==> config.mk <==
export PLATFORM = sky130hd
export DESIGN_NAME = huffman_tree_codec
export DESIGN_NICKNAME = d
export VERILOG_FILES = /design/src/sv/htc_pkg.sv /design/src/sv/huffman_tree_codec.sv /design/src/sv/htc_ctrl.sv /design/src/sv/htc_datapath.sv
export SDC_FILE = /design/constraint.sdc
export NUM_CORES = 2
export LEC_CHECK = 0
export ABC_AREA = 1
export BUFFER_PORTS_ARGS = -buffer_cell sky130_fd_sc_hd__clkbuf_2
export CORE_MARGIN = 4
export CORE_UTILIZATION = 37
export CTS_CLUSTER_SIZE = 25
export DETAILED_ROUTE_END_ITERATION = 7
export PLACE_DENSITY_LB_ADDON = 0.15
export SLEW_MARGIN = 20
export SYNTH_ARGS = -nofsm -noshare
export SYNTH_HDL_FRONTEND = slang
export SYNTH_SLANG_ARGS = --single-unit
export TNS_END_PERCENT = 10
==> constraint.sdc <==
create_clock -name clock -period 5.26 [get_ports clock]
set_input_delay 0.263 -clock clock [delete_from_list [all_inputs] [get_ports clock]]
set_output_delay 0.263 -clock clock [all_outputs]
set_load 0.01 [all_outputs]
==> src/sv/htc_pkg.sv <==
package htc_pkg;

   localparam int MAX_SYMBOLS = 32;
   localparam int WEIGHT_BITS = 16;
   localparam int NODE_COUNT  = 2 * MAX_SYMBOLS - 1;
   localparam int IDX_BITS    = $clog2(NODE_COUNT);
   localparam int SYM_BITS    = 5;
   localparam int CNT_BITS    = 6;
   localparam int SUM_BITS    = WEIGHT_BITS + $clog2(MAX_SYMBOLS) + 1;
   localparam int LINK_BITS   = 7;
   localparam int CODE_BITS   = 31;
   localparam int LEN_BITS    = 5;
   localparam int IN_W_BITS   = 16;
   localparam logic [LINK_BITS-1:0] NO_NODE = '1;
   localparam logic [LEN_BITS-1:0]  MAX_LEN = LEN_BITS'(CODE_BITS);
   localparam logic [CNT_BITS-1:0]  COUNT_RESET = CNT_BITS'(27);
   localparam logic                 REG_SYMBOL_COUNT = 1'b0;

   typedef enum logic [1:0] {
      OP_LOAD, OP_BUILD, OP_ENCODE, OP_DECODE
   } op_type;

   typedef enum logic [1:0] {
      ST_OK, ST_NOT_BUILT, ST_BAD_INDEX
   } status_type;

   typedef enum logic [3:0] {
      ACT_NONE, ACT_ACCEPT, ACT_CLEAR, ACT_SCAN, ACT_MERGE_NEW, ACT_MERGE_A,
      ACT_MERGE_B, ACT_ENC_PAR, ACT_ENC_LEFT, ACT_DEC_STEP, ACT_EMIT
   } action_type;

   typedef enum logic [3:0] {
      S_IDLE, S_CLEAR, S_SCAN, S_DRAIN, S_MERGE_NEW, S_MERGE_A, S_MERGE_B,
      S_ENC_PAR, S_ENC_LEFT, S_DEC_STEP, S_FINISH
   } ctrl_state_type;

   typedef struct packed {
      action_type action;
   } cmd_type;

   typedef struct packed {
      op_type op;
      logic   tree_ready;
      logic   index_bad;
      logic   clear_last;
      logic   scan_last;
      logic   merge_last;
      logic   enc_done;
      logic   out_free;
   } stat_type;

   function automatic logic [CNT_BITS-1:0] active_count(input logic [CNT_BITS-1:0] c);
      logic [CNT_BITS-1:0] r;
      r = c;
      if (c < CNT_BITS'(2)) r = CNT_BITS'(2);
      if (c > CNT_BITS'(MAX_SYMBOLS)) r = CNT_BITS'(MAX_SYMBOLS);
      return r;
   endfunction

endpackage

==> src/sv/huffman_tree_codec.sv <==
// Huffman tree codec: load weight, build tree, encode symbol, decode one bit.
// Load and not-built or bad-index items go from accept straight to the result stage.
// Decode: one node-store read. Encode: a parent walk, reading parent then left child per code bit.
// Build: clear n parent links, then per merge scan the i nodes so far, drain, write node and parents.
// One item at a time; synchronous active-high reset clears control, count to 27, no tree.
module huffman_tree_codec
   import htc_pkg::*;
(
   input  logic        clock,
   input  logic        reset,
   input  logic        req_tvalid,
   output logic        req_tready,
   input  logic [1:0]  req_tuser,   // op
   input  logic [23:0] req_tdata,   // symbol_index, weight, bit_value
   output logic        rsp_tvalid,
   input  logic        rsp_tready,
   output logic [2:0]  rsp_tuser,   // status, symbol_valid
   output logic [47:0] rsp_tdata,   // symbol, code_bits, code_length
   input  logic        csr_psel,
   input  logic        csr_penable,
   input  logic        csr_pwrite,
   input  logic [2:0]  csr_paddr,
   input  logic [31:0] csr_pwdata,
   output logic [31:0] csr_prdata,
   output logic        csr_pready
);

   cmd_type  cmd;
   stat_type stat;

   assign csr_pready = 1'b1;

   htc_ctrl u_ctrl (
      .clock(clock), .reset(reset), .req_tvalid(req_tvalid), .req_tready(req_tready),
      .stat(stat), .cmd(cmd)
   );

   htc_datapath u_dp (
      .clock(clock), .reset(reset), .cmd(cmd), .stat(stat),
      .req_tuser(req_tuser), .req_tdata(req_tdata),
      .rsp_tvalid(rsp_tvalid), .rsp_tready(rsp_tready),
      .rsp_tuser(rsp_tuser), .rsp_tdata(rsp_tdata),
      .csr_psel(csr_psel), .csr_penable(csr_penable), .csr_pwrite(csr_pwrite),
      .csr_paddr(csr_paddr), .csr_pwdata(csr_pwdata), .csr_prdata(csr_prdata)
   );

endmodule

==> src/sv/htc_ctrl.sv <==
module htc_ctrl
   import htc_pkg::*;
(
   input  logic     clock,
   input  logic     reset,
   input  logic     req_tvalid,
   output logic     req_tready,
   input  stat_type stat,
   output cmd_type  cmd
);

   ctrl_state_type state_ff, state_in;

   always_ff @(posedge clock) begin
      if (reset) begin
         state_ff <= S_IDLE;
      end else begin
         state_ff <= state_in;
      end
   end

   always_comb begin
      state_in   = state_ff;
      cmd.action = ACT_NONE;
      req_tready = 1'b0;
      unique case (state_ff)
         S_IDLE: begin
            req_tready = 1'b1;
            if (req_tvalid) begin
               cmd.action = ACT_ACCEPT;
               unique case (stat.op)
                  OP_LOAD:   state_in = S_FINISH;
                  OP_BUILD:  state_in = S_CLEAR;
                  OP_ENCODE: state_in = (!stat.tree_ready || stat.index_bad) ? S_FINISH
                                                                             : S_ENC_PAR;
                  OP_DECODE: state_in = stat.tree_ready ? S_DEC_STEP : S_FINISH;
                  default:   state_in = S_FINISH;
               endcase
            end
         end
         S_CLEAR: begin
            cmd.action = ACT_CLEAR;
            if (stat.clear_last) state_in = S_SCAN;
         end
         S_SCAN: begin
            cmd.action = ACT_SCAN;
            if (stat.scan_last) state_in = S_DRAIN;
         end
         S_DRAIN:     state_in = S_MERGE_NEW;
         S_MERGE_NEW: begin
            cmd.action = ACT_MERGE_NEW;
            state_in   = S_MERGE_A;
         end
         S_MERGE_A: begin
            cmd.action = ACT_MERGE_A;
            state_in   = S_MERGE_B;
         end
         S_MERGE_B: begin
            cmd.action = ACT_MERGE_B;
            state_in   = stat.merge_last ? S_FINISH : S_SCAN;
         end
         S_ENC_PAR: begin
            if (stat.enc_done) begin
               state_in = S_FINISH;
            end else begin
               cmd.action = ACT_ENC_PAR;
               state_in   = S_ENC_LEFT;
            end
         end
         S_ENC_LEFT: begin
            cmd.action = ACT_ENC_LEFT;
            state_in   = S_ENC_PAR;
         end
         S_DEC_STEP: begin
            cmd.action = ACT_DEC_STEP;
            state_in   = S_FINISH;
         end
         S_FINISH: begin
            if (stat.out_free) begin
               cmd.action = ACT_EMIT;
               state_in   = S_IDLE;
            end
         end
         default: state_in = S_IDLE;
      endcase
   end

endmodule

==> src/sv/htc_datapath.sv <==
module htc_datapath
   import htc_pkg::*;
(
   input  logic        clock,
   input  logic        reset,
   input  cmd_type     cmd,
   output stat_type    stat,
   input  logic [1:0]  req_tuser,
   input  logic [23:0] req_tdata,
   output logic        rsp_tvalid,
   input  logic        rsp_tready,
   output logic [2:0]  rsp_tuser,
   output logic [47:0] rsp_tdata,
   input  logic        csr_psel,
   input  logic        csr_penable,
   input  logic        csr_pwrite,
   input  logic [2:0]  csr_paddr,
   input  logic [31:0] csr_pwdata,
   output logic [31:0] csr_prdata
);

   // node store
   logic [SUM_BITS-1:0]  weight_ff [NODE_COUNT];
   logic [LINK_BITS-1:0] parent_ff [NODE_COUNT];
   logic [IDX_BITS-1:0]  left_ff   [NODE_COUNT];
   logic [IDX_BITS-1:0]  right_ff  [NODE_COUNT];

   logic [SUM_BITS-1:0]  w_rd_ff;
   logic [LINK_BITS-1:0] p_rd_ff;
   logic [IDX_BITS-1:0]  l_rd_ff, r_rd_ff;

   logic [CNT_BITS-1:0]  count_ff, count_in;
   logic                 ready_ff, ready_in;
   logic [IDX_BITS-1:0]  pos_ff, pos_in;
   logic [IDX_BITS-1:0]  cnt_ff, cnt_in;
   logic [IDX_BITS-1:0]  node_ff, node_in;
   logic [IDX_BITS-1:0]  jd_ff, jd_in;
   logic                 pend_ff, pend_in;
   logic [IDX_BITS-1:0]  b1_ff, b1_in, b2_ff, b2_in;
   logic [SUM_BITS-1:0]  w1_ff, w1_in, w2_ff, w2_in;
   logic                 f1_ff, f1_in, f2_ff, f2_in;
   logic [IDX_BITS-1:0]  cur_ff, cur_in, nxt_ff, nxt_in;
   logic                 bit_ff, bit_in;
   status_type           status_ff, status_in;
   logic                 sval_ff, sval_in;
   logic [SYM_BITS-1:0]  sym_ff, sym_in;
   logic [CODE_BITS-1:0] code_ff, code_in;
   logic [LEN_BITS-1:0]  len_ff, len_in;
   logic                 ovalid_ff, ovalid_in;
   logic [2:0]           ouser_ff, ouser_in;
   logic [47:0]          odata_ff, odata_in;

   logic [IDX_BITS-1:0]  rd_addr;
   logic                 w_we, p_we, lr_we;
   logic [IDX_BITS-1:0]  w_addr, p_addr;
   logic [SUM_BITS-1:0]  w_data;
   logic [LINK_BITS-1:0] p_data;

   logic [CNT_BITS-1:0]  n, root;
   logic [SYM_BITS-1:0]  req_idx;
   logic [IN_W_BITS-1:0] req_w;
   logic                 cfg_wr, idx_bad, elig;
   logic [IDX_BITS-1:0]  pos_rd, dec_nxt;
   op_type               req_op;

   assign req_op  = op_type'(req_tuser);
   assign req_idx = req_tdata[4:0];
   assign req_w   = req_tdata[20:5];
   assign n       = active_count(count_ff);
   assign root    = CNT_BITS'({n, 1'b0} - 7'd2);
   assign idx_bad = {1'b0, req_idx} >= n;
   assign pos_rd  = (pos_ff > root) ? root : pos_ff;
   assign dec_nxt = bit_ff ? r_rd_ff : l_rd_ff;
   assign elig    = (p_rd_ff == NO_NODE);
   assign cfg_wr  = csr_psel && csr_penable && csr_pwrite && (csr_paddr[2] == REG_SYMBOL_COUNT);

   assign csr_prdata = (csr_paddr[2] == REG_SYMBOL_COUNT) ? {26'd0, count_ff} : 32'd0;

   assign stat.op         = req_op;
   assign stat.tree_ready = ready_ff;
   assign stat.index_bad  = idx_bad;
   assign stat.clear_last = (cnt_ff == n - 6'd1);
   assign stat.scan_last  = (cnt_ff == node_ff - 6'd1);
   assign stat.merge_last = (node_ff == root);
   assign stat.enc_done   = (p_rd_ff == NO_NODE) || (len_ff == MAX_LEN);
   assign stat.out_free   = !ovalid_ff || rsp_tready;

   assign rsp_tvalid = ovalid_ff;
   assign rsp_tuser  = ouser_ff;
   assign rsp_tdata  = odata_ff;

   always_comb begin
      unique case (cmd.action)
         ACT_ACCEPT:   rd_addr = (req_op == OP_DECODE) ? pos_rd : {1'b0, req_idx};
         ACT_SCAN:     rd_addr = cnt_ff;
         ACT_ENC_PAR:  rd_addr = p_rd_ff[IDX_BITS-1:0];
         ACT_ENC_LEFT: rd_addr = nxt_ff;
         default:      rd_addr = '0;
      endcase
   end

   always_comb begin
      count_in  = count_ff;
      ready_in  = ready_ff;
      pos_in    = pos_ff;
      cnt_in    = cnt_ff;
      node_in   = node_ff;
      jd_in     = cnt_ff;
      pend_in   = (cmd.action == ACT_SCAN);
      b1_in = b1_ff; b2_in = b2_ff; w1_in = w1_ff; w2_in = w2_ff;
      f1_in = f1_ff; f2_in = f2_ff;
      cur_in    = cur_ff;
      nxt_in    = nxt_ff;
      bit_in    = bit_ff;
      status_in = status_ff;
      sval_in   = sval_ff;
      sym_in    = sym_ff;
      code_in   = code_ff;
      len_in    = len_ff;
      ovalid_in = ovalid_ff && !rsp_tready;
      ouser_in  = ouser_ff;
      odata_in  = odata_ff;
      w_we = 1'b0; p_we = 1'b0; lr_we = 1'b0;
      w_addr = {1'b0, req_idx};
      w_data = SUM_BITS'(req_w);
      p_addr = cnt_ff;
      p_data = NO_NODE;

      if (cfg_wr) begin
         count_in = csr_pwdata[CNT_BITS-1:0];
         ready_in = 1'b0;
         pos_in   = '0;
      end

      // running two-smallest over parentless nodes; strict compare keeps lowest index
      if (pend_ff) begin
         if (elig) begin
            if (!f1_ff || w_rd_ff < w1_ff) begin
               b2_in = b1_ff; w2_in = w1_ff; f2_in = f1_ff;
               b1_in = jd_ff; w1_in = w_rd_ff; f1_in = 1'b1;
            end else if (!f2_ff || w_rd_ff < w2_ff) begin
               b2_in = jd_ff; w2_in = w_rd_ff; f2_in = 1'b1;
            end
         end
      end else if (cmd.action == ACT_SCAN && cnt_ff == '0) begin
         f1_in = 1'b0;
         f2_in = 1'b0;
      end

      unique case (cmd.action)
         ACT_ACCEPT: begin
            status_in = ST_OK;
            sval_in   = 1'b0;
            sym_in    = '0;
            code_in   = '0;
            len_in    = '0;
            cur_in    = {1'b0, req_idx};
            bit_in    = req_tdata[21];
            cnt_in    = '0;
            unique case (req_op)
               OP_LOAD: begin
                  if (idx_bad) status_in = ST_BAD_INDEX;
                  else w_we = 1'b1;
               end
               OP_BUILD: ;
               OP_ENCODE: begin
                  if (!ready_ff) status_in = ST_NOT_BUILT;
                  else if (idx_bad) status_in = ST_BAD_INDEX;
               end
               OP_DECODE: if (!ready_ff) status_in = ST_NOT_BUILT;
               default: ;
            endcase
         end
         ACT_CLEAR: begin
            p_we = 1'b1;
            if (stat.clear_last) begin
               cnt_in  = '0;
               node_in = n;
            end else begin
               cnt_in = cnt_ff + 6'd1;
            end
         end
         ACT_SCAN: cnt_in = cnt_ff + 6'd1;
         ACT_MERGE_NEW: begin
            w_we   = 1'b1;
            w_addr = node_ff;
            w_data = w1_ff + w2_ff;
            lr_we  = 1'b1;
            p_we   = 1'b1;
            p_addr = node_ff;
         end
         ACT_MERGE_A: begin
            p_we   = 1'b1;
            p_addr = b1_ff;
            p_data = {1'b0, node_ff};
         end
         ACT_MERGE_B: begin
            p_we   = 1'b1;
            p_addr = b2_ff;
            p_data = {1'b0, node_ff};
            cnt_in = '0;
            if (stat.merge_last) begin
               ready_in = 1'b1;
               pos_in   = root;
            end else begin
               node_in = node_ff + 6'd1;
            end
         end
         ACT_ENC_PAR: nxt_in = p_rd_ff[IDX_BITS-1:0];
         ACT_ENC_LEFT: begin
            if (l_rd_ff != cur_ff) code_in[len_ff] = 1'b1;
            len_in = len_ff + 5'd1;
            cur_in = nxt_ff;
         end
         ACT_DEC_STEP: begin
            if (dec_nxt > root) begin
               pos_in = root;
            end else if (dec_nxt < n) begin
               sval_in = 1'b1;
               sym_in  = dec_nxt[SYM_BITS-1:0];
               pos_in  = root;
            end else begin
               pos_in = dec_nxt;
            end
         end
         ACT_EMIT: begin
            ovalid_in = 1'b1;
            ouser_in  = {sval_ff, status_ff};
            odata_in  = {7'd0, len_ff, code_ff, sym_ff};
         end
         ACT_NONE: ;
         default: ;
      endcase
   end

   always_ff @(posedge clock) begin
      if (w_we) weight_ff[w_addr] <= w_data;
      if (p_we) parent_ff[p_addr] <= p_data;
      if (lr_we) begin
         left_ff[node_ff]  <= b1_ff;
         right_ff[node_ff] <= b2_ff;
      end
      w_rd_ff <= weight_ff[rd_addr];
      p_rd_ff <= parent_ff[rd_addr];
      l_rd_ff <= left_ff[rd_addr];
      r_rd_ff <= right_ff[rd_addr];
   end

   always_ff @(posedge clock) begin
      if (reset) begin
         count_ff  <= COUNT_RESET;
         ready_ff  <= 1'b0;
         pos_ff    <= '0;
         pend_ff   <= 1'b0;
         ovalid_ff <= 1'b0;
      end else begin
         count_ff  <= count_in;
         ready_ff  <= ready_in;
         pos_ff    <= pos_in;
         pend_ff   <= pend_in;
         ovalid_ff <= ovalid_in;
      end
   end

   always_ff @(posedge clock) begin
      cnt_ff <= cnt_in; node_ff <= node_in; jd_ff <= jd_in;
      b1_ff <= b1_in; b2_ff <= b2_in; w1_ff <= w1_in; w2_ff <= w2_in;
      f1_ff <= f1_in; f2_ff <= f2_in;
      cur_ff <= cur_in; nxt_ff <= nxt_in; bit_ff <= bit_in;
      status_ff <= status_in; sval_ff <= sval_in; sym_ff <= sym_in;
      code_ff <= code_in; len_ff <= len_in;
      ouser_ff <= ouser_in; odata_ff <= odata_in;
   end

   a_merge_two: assert property (@(posedge clock) disable iff (reset)
      cmd.action == ACT_MERGE_NEW |-> f1_ff && f2_ff && b1_ff != b2_ff)
      else $error("merge without two distinct nodes");

   a_merge_range: assert property (@(posedge clock) disable iff (reset)
      cmd.action == ACT_MERGE_NEW |-> node_ff <= root && node_ff >= n)
      else $error("merge node out of range");

   a_leaf_parent: assert property (@(posedge clock) disable iff (reset)
      cmd.action == ACT_ENC_PAR && len_ff == '0 |-> p_rd_ff != NO_NODE)
      else $error("leaf without parent");

   a_emit_free: assert property (@(posedge clock) disable iff (reset)
      cmd.action == ACT_EMIT |-> !ovalid_ff || rsp_tready)
      else $error("result overwritten");

endmodule

# Word level (Yosys, flattened, before mapping)
# Memories as Yosys holds them, arrays and structs flattened. A register that Yosys moved wholly into a read port is not among the register bits.
# Index checks and enable logic that the tools add are counted.
totals:
  register_bits: 196
  ramBits: 2583
  in_bits: 68
  out_inout_bits: 86
  word_cells: 204
  mem_count: 4
memory_table:
  columns: ["memory", "depth", "width", "rd", "rd_clocked_by_memory_dff", "wr", "line_no", "source"]
  rows:
  - ["u_dp.weight_ff", 63, 22, 1, 1, 1, "htc_datapath.sv:23", "logic [SUM_BITS-1:0] weight_ff [NODE_COUNT];"]
  - ["u_dp.parent_ff", 63, 7, 1, 1, 1, "htc_datapath.sv:24", "logic [LINK_BITS-1:0] parent_ff [NODE_COUNT];"]
  - ["u_dp.left_ff", 63, 6, 1, 1, 1, "htc_datapath.sv:25", "logic [IDX_BITS-1:0] left_ff [NODE_COUNT];"]
  - ["u_dp.right_ff", 63, 6, 1, 1, 1, "htc_datapath.sv:26", "logic [IDX_BITS-1:0] right_ff [NODE_COUNT];"]
classes:
  n_addsub: 7
  n_lt_le_gt_ge: 10
  n_eq_ne: 41
  muxes: 79
  bitwise: 2
  n_reduce_logical: 36
op_table:
  columns: ["operator", "count"]
  rows:
  - ["two-way mux 6 bit", 16]
  - ["two-way mux 22 bit", 3]
  - ["one-hot mux 31 bit (2 select lines)", 1]
  - ["less-than comparator 22 bit", 2]
  - ["one-hot mux 4 bit (11 select lines)", 1]
  - ["one-hot mux 4 bit (10 select lines)", 1]
  - ["one-hot mux 6 bit (2 select lines)", 3]
  - ["one-hot mux 6 bit (3 select lines)", 2]
  - ["== test 4 x 3 -> 1 bit, second input constant", 8]
  - ["two-way mux 31 bit", 1]
  - ["OR 31 bit", 1]
  - ["two-way mux 1 bit", 28]
  - ["two-way mux 4 bit", 7]
  - ["== test 4 bit, second input constant", 6]
  - ["one-hot mux 6 bit (4 select lines)", 1]
  - ["adder 22 bit", 1]
  - ["one-hot mux 5 bit (2 select lines)", 2]
  - ["== test 6 bit", 3]
  - ["!= test 2 bit, second input constant", 9]
  - ["AND reduction 3 bit", 6]
  - ["== test 4 x 2 -> 1 bit, second input constant", 4]
  - ["one-hot mux 4 bit (4 select lines)", 1]
  - ["adder 6 x 1 -> 6 bit, second input constant", 2]
  - ["> comparator 6 bit", 2]
  - ["other kinds (37)", 64]

# Logic depth before layout (Yosys ltp)
depth:
  ltp_word: 9
  ltp_mapped: 33
  mapped_depth_nobuf: 31

# Cells and area by module
# A second synthesis with hierarchy kept.
hier_totals:
  cells_unflattened: 11513
  area_unflattened_um2: 123244.5
by_module_without_submodules:
  columns: ["mod", "n_inst", "cells_each", "area_each_um2", "seq_area_each_um2"]
  rows:
  - ["htc_datapath", 1, 11434, 122772.7, 83940.5]
  - ["htc_ctrl", 1, 77, 460.4, 80.1]
  - ["huffman_tree_codec", 1, 2, 11.3, 0.0]

# Worst setup path after synthesis
# No wires, ideal clock.
synth_path:
  path_type: "register to register"
  from: "register u_dp.w1_ff[0]"
  to: "memory u_dp.weight_ff[0][14] (netlist name), data pin"
  setup_ps: 694
  arrival_time_ps: 4539
  t_required_ps: 4566
  setup_slack_ps: 28
  stages_incl_launch_ff: 15
  path_buffers: 0
  synth_period_minus_slack_ps: 5232
  cell_sequence: "edfxtp_1 -> ha_1 -> inv_1 -> fa_1 -> nor2_1 -> nand2_1 -> nor2_1 -> nor2_1 -> o21ai_0 -> inv_1 -> o221ai_1 -> nand3_1 -> nand2_1 -> xnor2_1 -> o21ai_0"
synth_via:
  elab_chain_len: 2
synth_lines:
  columns: ["item", "line_no", "source"]
  rows:
  - ["start: declaration", "htc_datapath.sv:40", "logic [SUM_BITS-1:0] w1_ff, w1_in, w2_ff, w2_in;"]
  - ["start signal: assignment", "htc_datapath.sv:267", "b1_ff <= b1_in; b2_ff <= b2_in; w1_ff <= w1_in; w2_ff <= w2_in;"]
  - ["adder 22 bit", "htc_datapath.sv:187", "w_data = w1_ff + w2_ff;"]
  - ["two-way mux 22 bit", "htc_datapath.sv:150", "unique case (cmd.action)"]
  - ["net u_dp.w_data[14]", "htc_datapath.sv:56", "logic [SUM_BITS-1:0] w_data;"]
  - ["end: declaration", "htc_datapath.sv:23", null]
# The timed path passes the listed nets, and every way through them passes these cells.

# Worst setup path after layout
layout_path:
  from: "register u_dp.count_ff[4]"
  to: "register u_dp.w_rd_ff[2] (read register of u_dp.weight_ff)"
layout_via:
  elab_chain_len: 8
  word_cells_on_any_way: 9
  classes_between: "1 x add/sub; 3 x order compare; 5 x mux"
layout_lines:
  columns: ["item", "line_no", "source"]
  rows:
  - ["start: declaration", "htc_datapath.sv:32", "logic [CNT_BITS-1:0] count_ff, count_in;"]
  - ["start signal: assignment", "htc_datapath.sv:257", "count_ff <= count_in;"]
  - ["less-than comparator 6 x 2 -> 1 bit", "htc_pkg.sv:55", "if (c < CNT_BITS'(2)) r = CNT_BITS'(2);"]
  - ["two-way mux 6 bit", "htc_pkg.sv:55", null]
  - ["two-way mux 6 bit (*)", "htc_pkg.sv:56", "if (c > CNT_BITS'(MAX_SYMBOLS)) r = CNT_BITS'(MAX_SYMBOLS);"]
  - ["subtractor 6 x 2 -> 6 bit (*)", "htc_datapath.sv:70", "assign root = CNT_BITS'({n, 1'b0} - 7'd2);"]
  - ["> comparator 6 bit", "htc_datapath.sv:72", "assign pos_rd = (pos_ff > root) ? root : pos_ff;"]
  - ["two-way mux 6 bit (*)", "htc_datapath.sv:72", null]
  - ["two-way mux 6 bit (*)", "htc_datapath.sv:94", "ACT_ACCEPT: rd_addr = (req_op == OP_DECODE) ? pos_rd : {1'b0, req_idx};"]
  - ["one-hot mux 6 bit (4 select lines) (*)", "htc_datapath.sv:93", "unique case (cmd.action)"]
  - ["end: declaration", "htc_datapath.sv:28", "logic [SUM_BITS-1:0] w_rd_ff;"]
# Mark *: on every way between the ends. The rest lies on a longest branch, timed or not.
# A chain may end at the register's enable or synchronous reset.

==> impl.org <==
** Routing
- Across all layers, the routed design uses around 84000 vias.
- For this run, design rule violations remaining after detail routing come to 2.
- Detailed router's first-iteration violation count :: 7326
- Pre-antenna DRT Iters :: 8
- Post-detailed-route count of antenna-violating nets :: 0
- Routed vias/inst :: 5.13
- The routed design has 371 mm of wire.
- Average routed wire per standard cell :: between 20 and 25 um

** Pwr
- Power dissipated by switching net loads :: roughly 0.031 W
- Ratio of total power to cell area :: 547 mW/mm^2
- Leakage power summed over all cells :: ~55 nW
- Net Sw Frac :: between 30% and 40%
- Worst vdd ir :: around 0.41 mV
- Of the total power, combinational logic draws a little under two fifths.
- Internal Power :: 0.0469 W
- Part of the power in the clock network :: approximately 28%
- Registers are responsible for between 30% and 40% of the overall power.

** Worst setup path
- Counting stages on the worst path, the most repeated cell is nand2_1.
- For this run, the slowest stage of the critical path takes approximately 0.36 ns.
- Reg-to-reg slack, setup :: ~0.42 ns
- Category of the worst setup path capture point :: flop
- CP Launch Type :: flop
- For the worst setup path, the data arrival time is between 5 and 6 ns.
- In this run the worst setup path terminates at u_dp.w_rd_ff[2].
- At the worst endpoint, the required time is approximately 6.1 ns.
- The largest individual stage delay along the critical path comes from the cell nand3_1.
- In this run the worst path has a maximum fanout of 50.
- Tracing the worst setup path back leads to its startpoint at u_dp.count_ff[4].
- Reg-to-reg critical path endpoint :: u_dp.w_rd_ff[2]
- Number of cell instances on the worst register-to-register path :: 29
- Startpoint of the lowest-slack register-to-register path :: u_dp.count_ff[4]
- The critical path in this run is classified as reg2reg.

** Job
- Max-cap viol count :: 0

** Clock tree
- The tree is rooted in a clkbuf_16.
- Clock slew at reported path FFs :: 0.07 ns
- TritonCTS Buffers :: roughly 320
- Clock sinks :: 2820
- The later pin in the worst-skew pair is clocked with a latency of about 0.92 ns.
- Count of H-tree levels built during CTS :: 5
- TritonCTS built the clock tree.
- CTS max path bufs :: 4

** Timing
- At the pin with the least slew margin, the transition time is around 1.3 ns.
- The number of pins exceeding their max-slew limit in the final report came to 0.
- Setup violations, final :: 0
- RSZ-0062 raised after global routing :: no
- For the finished layout, the period the worst path requires is between 4 and 5 ns.
- The final-report hold violation count is 0.
- After layout, the worst setup slack is 0.423 ns.
- Ratio of final minimum period to clock period :: approximately nine tenths
- For the final database, setup skew stands at between 0.05 and 0.06 ns.
- Max Clock Freq :: between 200 and 250 MHz
- Adding up every negative setup slack in the final design gives 0 ns.
- Max_slew headroom :: between 10% and 20%

** Synth
- Average footprint of a synthesized cell :: 10.8 um^2
- Number of enable flip-flop cells after synthesis :: 2754
- Netlist Area Pre-Place :: about 0.12 mm^2
- Counting flops and latches in the post-synthesis netlist gives 2820.
- Counting flops with an async set or reset pin after synthesis yields a share of 0%.
- Yosys mapped the design onto 55 distinct sky130hd cell types.
- The synthesized design devotes to its leading area cell type approximately two thirds of total area.
- Synthesis produced a netlist whose cell count is 11413.
- During synthesis, Yosys emitted a total of 0 warnings.
- After synthesis, flip-flops and latches occupy around two thirds of the total area.
- In the synthesized netlist the dominant register cell turns out to be edfxtp_1.
- By area the synthesized netlist is led by edfxtp_1 (67%), nand2_1 (10%), nand3_1 (9.2%).
- Dominant cell type by area after synthesis :: edfxtp_1

** Floorplan
- The floorplan step set the die height to a little under 600 um.
- Number of top-level pins :: ~150
- In this run the core area contains between 200 and 250 standard-cell rows.
- Area of the die :: roughly 0.34 mm^2
- In this run the horizontal extent of the chip is between 500 and 600 um.
- Area of the core :: approximately 0.33 mm^2
- For this configuration, the core starts out at a cell density of 37.3%.

** Finish
- Final Net Count :: ~12000
- In the final layout, the share of cells above drive strength 1 is approximately a tenth.
- Relative to the synthesized area, the layout overhead comes to 14.9%.

** Worst hold path
- Cell count of the worst hold path :: 2
- Path type of the worst min-delay path :: in2reg
- The worst hold path begins at req_tdata[21].

** GRT
- Vias in the first global route :: 80096
- Global routing used about a fifth of the available tracks.
- Global-route wire length before repair :: roughly 540 mm
- Pin count of the biggest net entering global routing :: 130
- Global routing finished with a remaining overflow of 0.
- Antenna violations before repair :: 11

** Run status
- Result of the run :: finished, violations left
- Failing checks :: DRC

** Placement
- DP Worst Slack :: around 0.32 ns
- Quantity of I/O buffers inserted on ports :: 89
- Final weighted congestion of routability-driven global placement :: 0.863
- Once detailed placement completed, the half-perimeter wirelength came to 222 mm.
kinds of logic (layout without fill, tap and decap cells):
group	count (synthesis)	in the layout	synth area share, %
AO/OA/AOI/OAI	308	308	1.42
XOR/XNOR	37	37	0.262
adder cells (fa/ha/maj)	90	90	0.918
buffers and inverters	1764	2224	6.38
flip-flops	2820	2820	68.0
other	2	44	0.00608
AND/OR/NAND/NOR	6392	6392	23.0
worst min-delay path by stage:
stage                     slack [ns]           endpoint
final                           0.08        u_dp.bit_ff
after global routing            0.07        u_dp.bit_ff
after global placement          0.40  u_dp.rsp_tuser[0]
after detailed placement        0.41  u_dp.rsp_tuser[0]
after CTS                       0.02        u_dp.bit_ff
after floorplan                 0.36        u_dp.bit_ff
worst max-delay path: cells and delay by family, from the launching register on:
kind | cells | cell delay (ns)
buffers and inverters | 3 | 0.50
AO/OA/AOI/OAI | 3 | 0.41
AND/OR/NAND/NOR | 21 | 2.89
flip-flops | 1 | 0.33
adder cells (fa/ha/maj) | 2 | 0.50
power groups by stage:
stage | sequential [W] | clock (W) | combinational, W
5_1_grt | 0.0264 | 0.0229 | 0.0323
3_5_place_dp | 0.0268 | 0 | 0.0296
3_3_place_gp | 0.0268 | 0 | 0.0295
2_1_floorplan | 0.0266 | 0 | 0.0175
4_1_cts | 0.0263 | 0.0220 | 0.0298
6_report | 0.0263 | 0.0215 | 0.0298
registers in the layout, indices dropped and copies added, names as in the netlist, 7 cells and up:
register,flops
u_dp.right_ff,378
u_dp.parent_ff,441
u_dp.weight_ff,1386
u_dp.w1_ff,22
u_dp.w_rd_ff,22
u_dp.p_rd_ff,7
u_dp.w2_ff,22
u_dp.rsp_tdata,41
u_dp.left_ff,378
u_dp.code_ff,31
cell usage in the layout (no fill, tap or decap), types with 82 or more instances in the layout:
cell type,instances
edfxtp_1,2754
ha_1,89
clkbuf_16,323
buf_12,118
nor2_1,226
clkinv_1,82
a21oi_1,139
clkbuf_2,89
nand3_1,2263
nor2_2,88
inv_1,1038
nand2_1,3358
nand3b_1,376
buf_4,337
metrics by stage:
step	instance area [um^2]	util [%]	instances	hold slack (ns)	power [W]
finish	142000	42.8	16281	0.0841	0.0776
global route	142000	42.8	16272	0.0659	0.0816
CTS	142000	42.8	16266	0.0178	0.0781
detailed placement	131000	39.6	15651	0.406	0.0564
global placement	131000	39.6	15648	0.405	0.0563
floorplan	124000	-	11445	0.362	0.0441
cell usage after synthesis (4+ instances only):
| master | n |
|---|---|
| clkbuf_1 | 151 |
| buf_1 | 33 |
| ha_1 | 89 |
| xor2_1 | 25 |
| or2_2 | 4 |
| nand4_1 | 16 |
| nand2_1 | 3366 |
| o221ai_1 | 9 |
| xnor2_1 | 12 |
| o211ai_1 | 15 |
| a31oi_1 | 8 |
| a21oi_1 | 146 |
| nor2_1 | 314 |
| a211oi_1 | 5 |
| nor3_1 | 20 |
| o2111ai_1 | 5 |
| buf_4 | 93 |
| inv_2 | 5 |
| o21ai_0 | 90 |
| inv_1 | 1041 |
| nand3b_1 | 376 |
| o22ai_1 | 5 |
| edfxtp_1 | 2754 |
| buf_2 | 381 |
| buf_6 | 50 |
| nand2_2 | 8 |
| dfxtp_1 | 66 |
| nand3_1 | 2275 |
cell type report:
| type | count | area, um^2 |
|---|---|---|
| tap | 4366 | 5460 |
| multi-input combinational | 6861 | 32400 |
| inverter | 1051 | 3990 |
| timing repair buffer | 599 | 6020 |
| sequential | 2820 | 84000 |
| clock inverter | 184 | 1600 |
| clock buffer | 390 | 8370 |
| antenna | 10 | 25.0 |
| fill | 31004 | 189000 |
metal layers:
metal | wire length, um | global-route usage [%] | up-vias
met2 | 174000 | 34.5 | 2545
met1 | 163000 | 29.2 | 41003
met5 | 0 | 0 | -
met4 | 14800 | 8.03 | 0
met3 | 19800 | 2.19 | 604
li1 | - | - | 39391
repair_timing:
action | in CTS | in global routing
hold buffers | 41 | 1
hold endpoints to repair | 85 | 2
setup buffers | 0 | 3
gates resized for setup | 0 | 24
setup endpoints to repair | 0 | 36
Note: power is estimated with default switching activity, not from simulation.
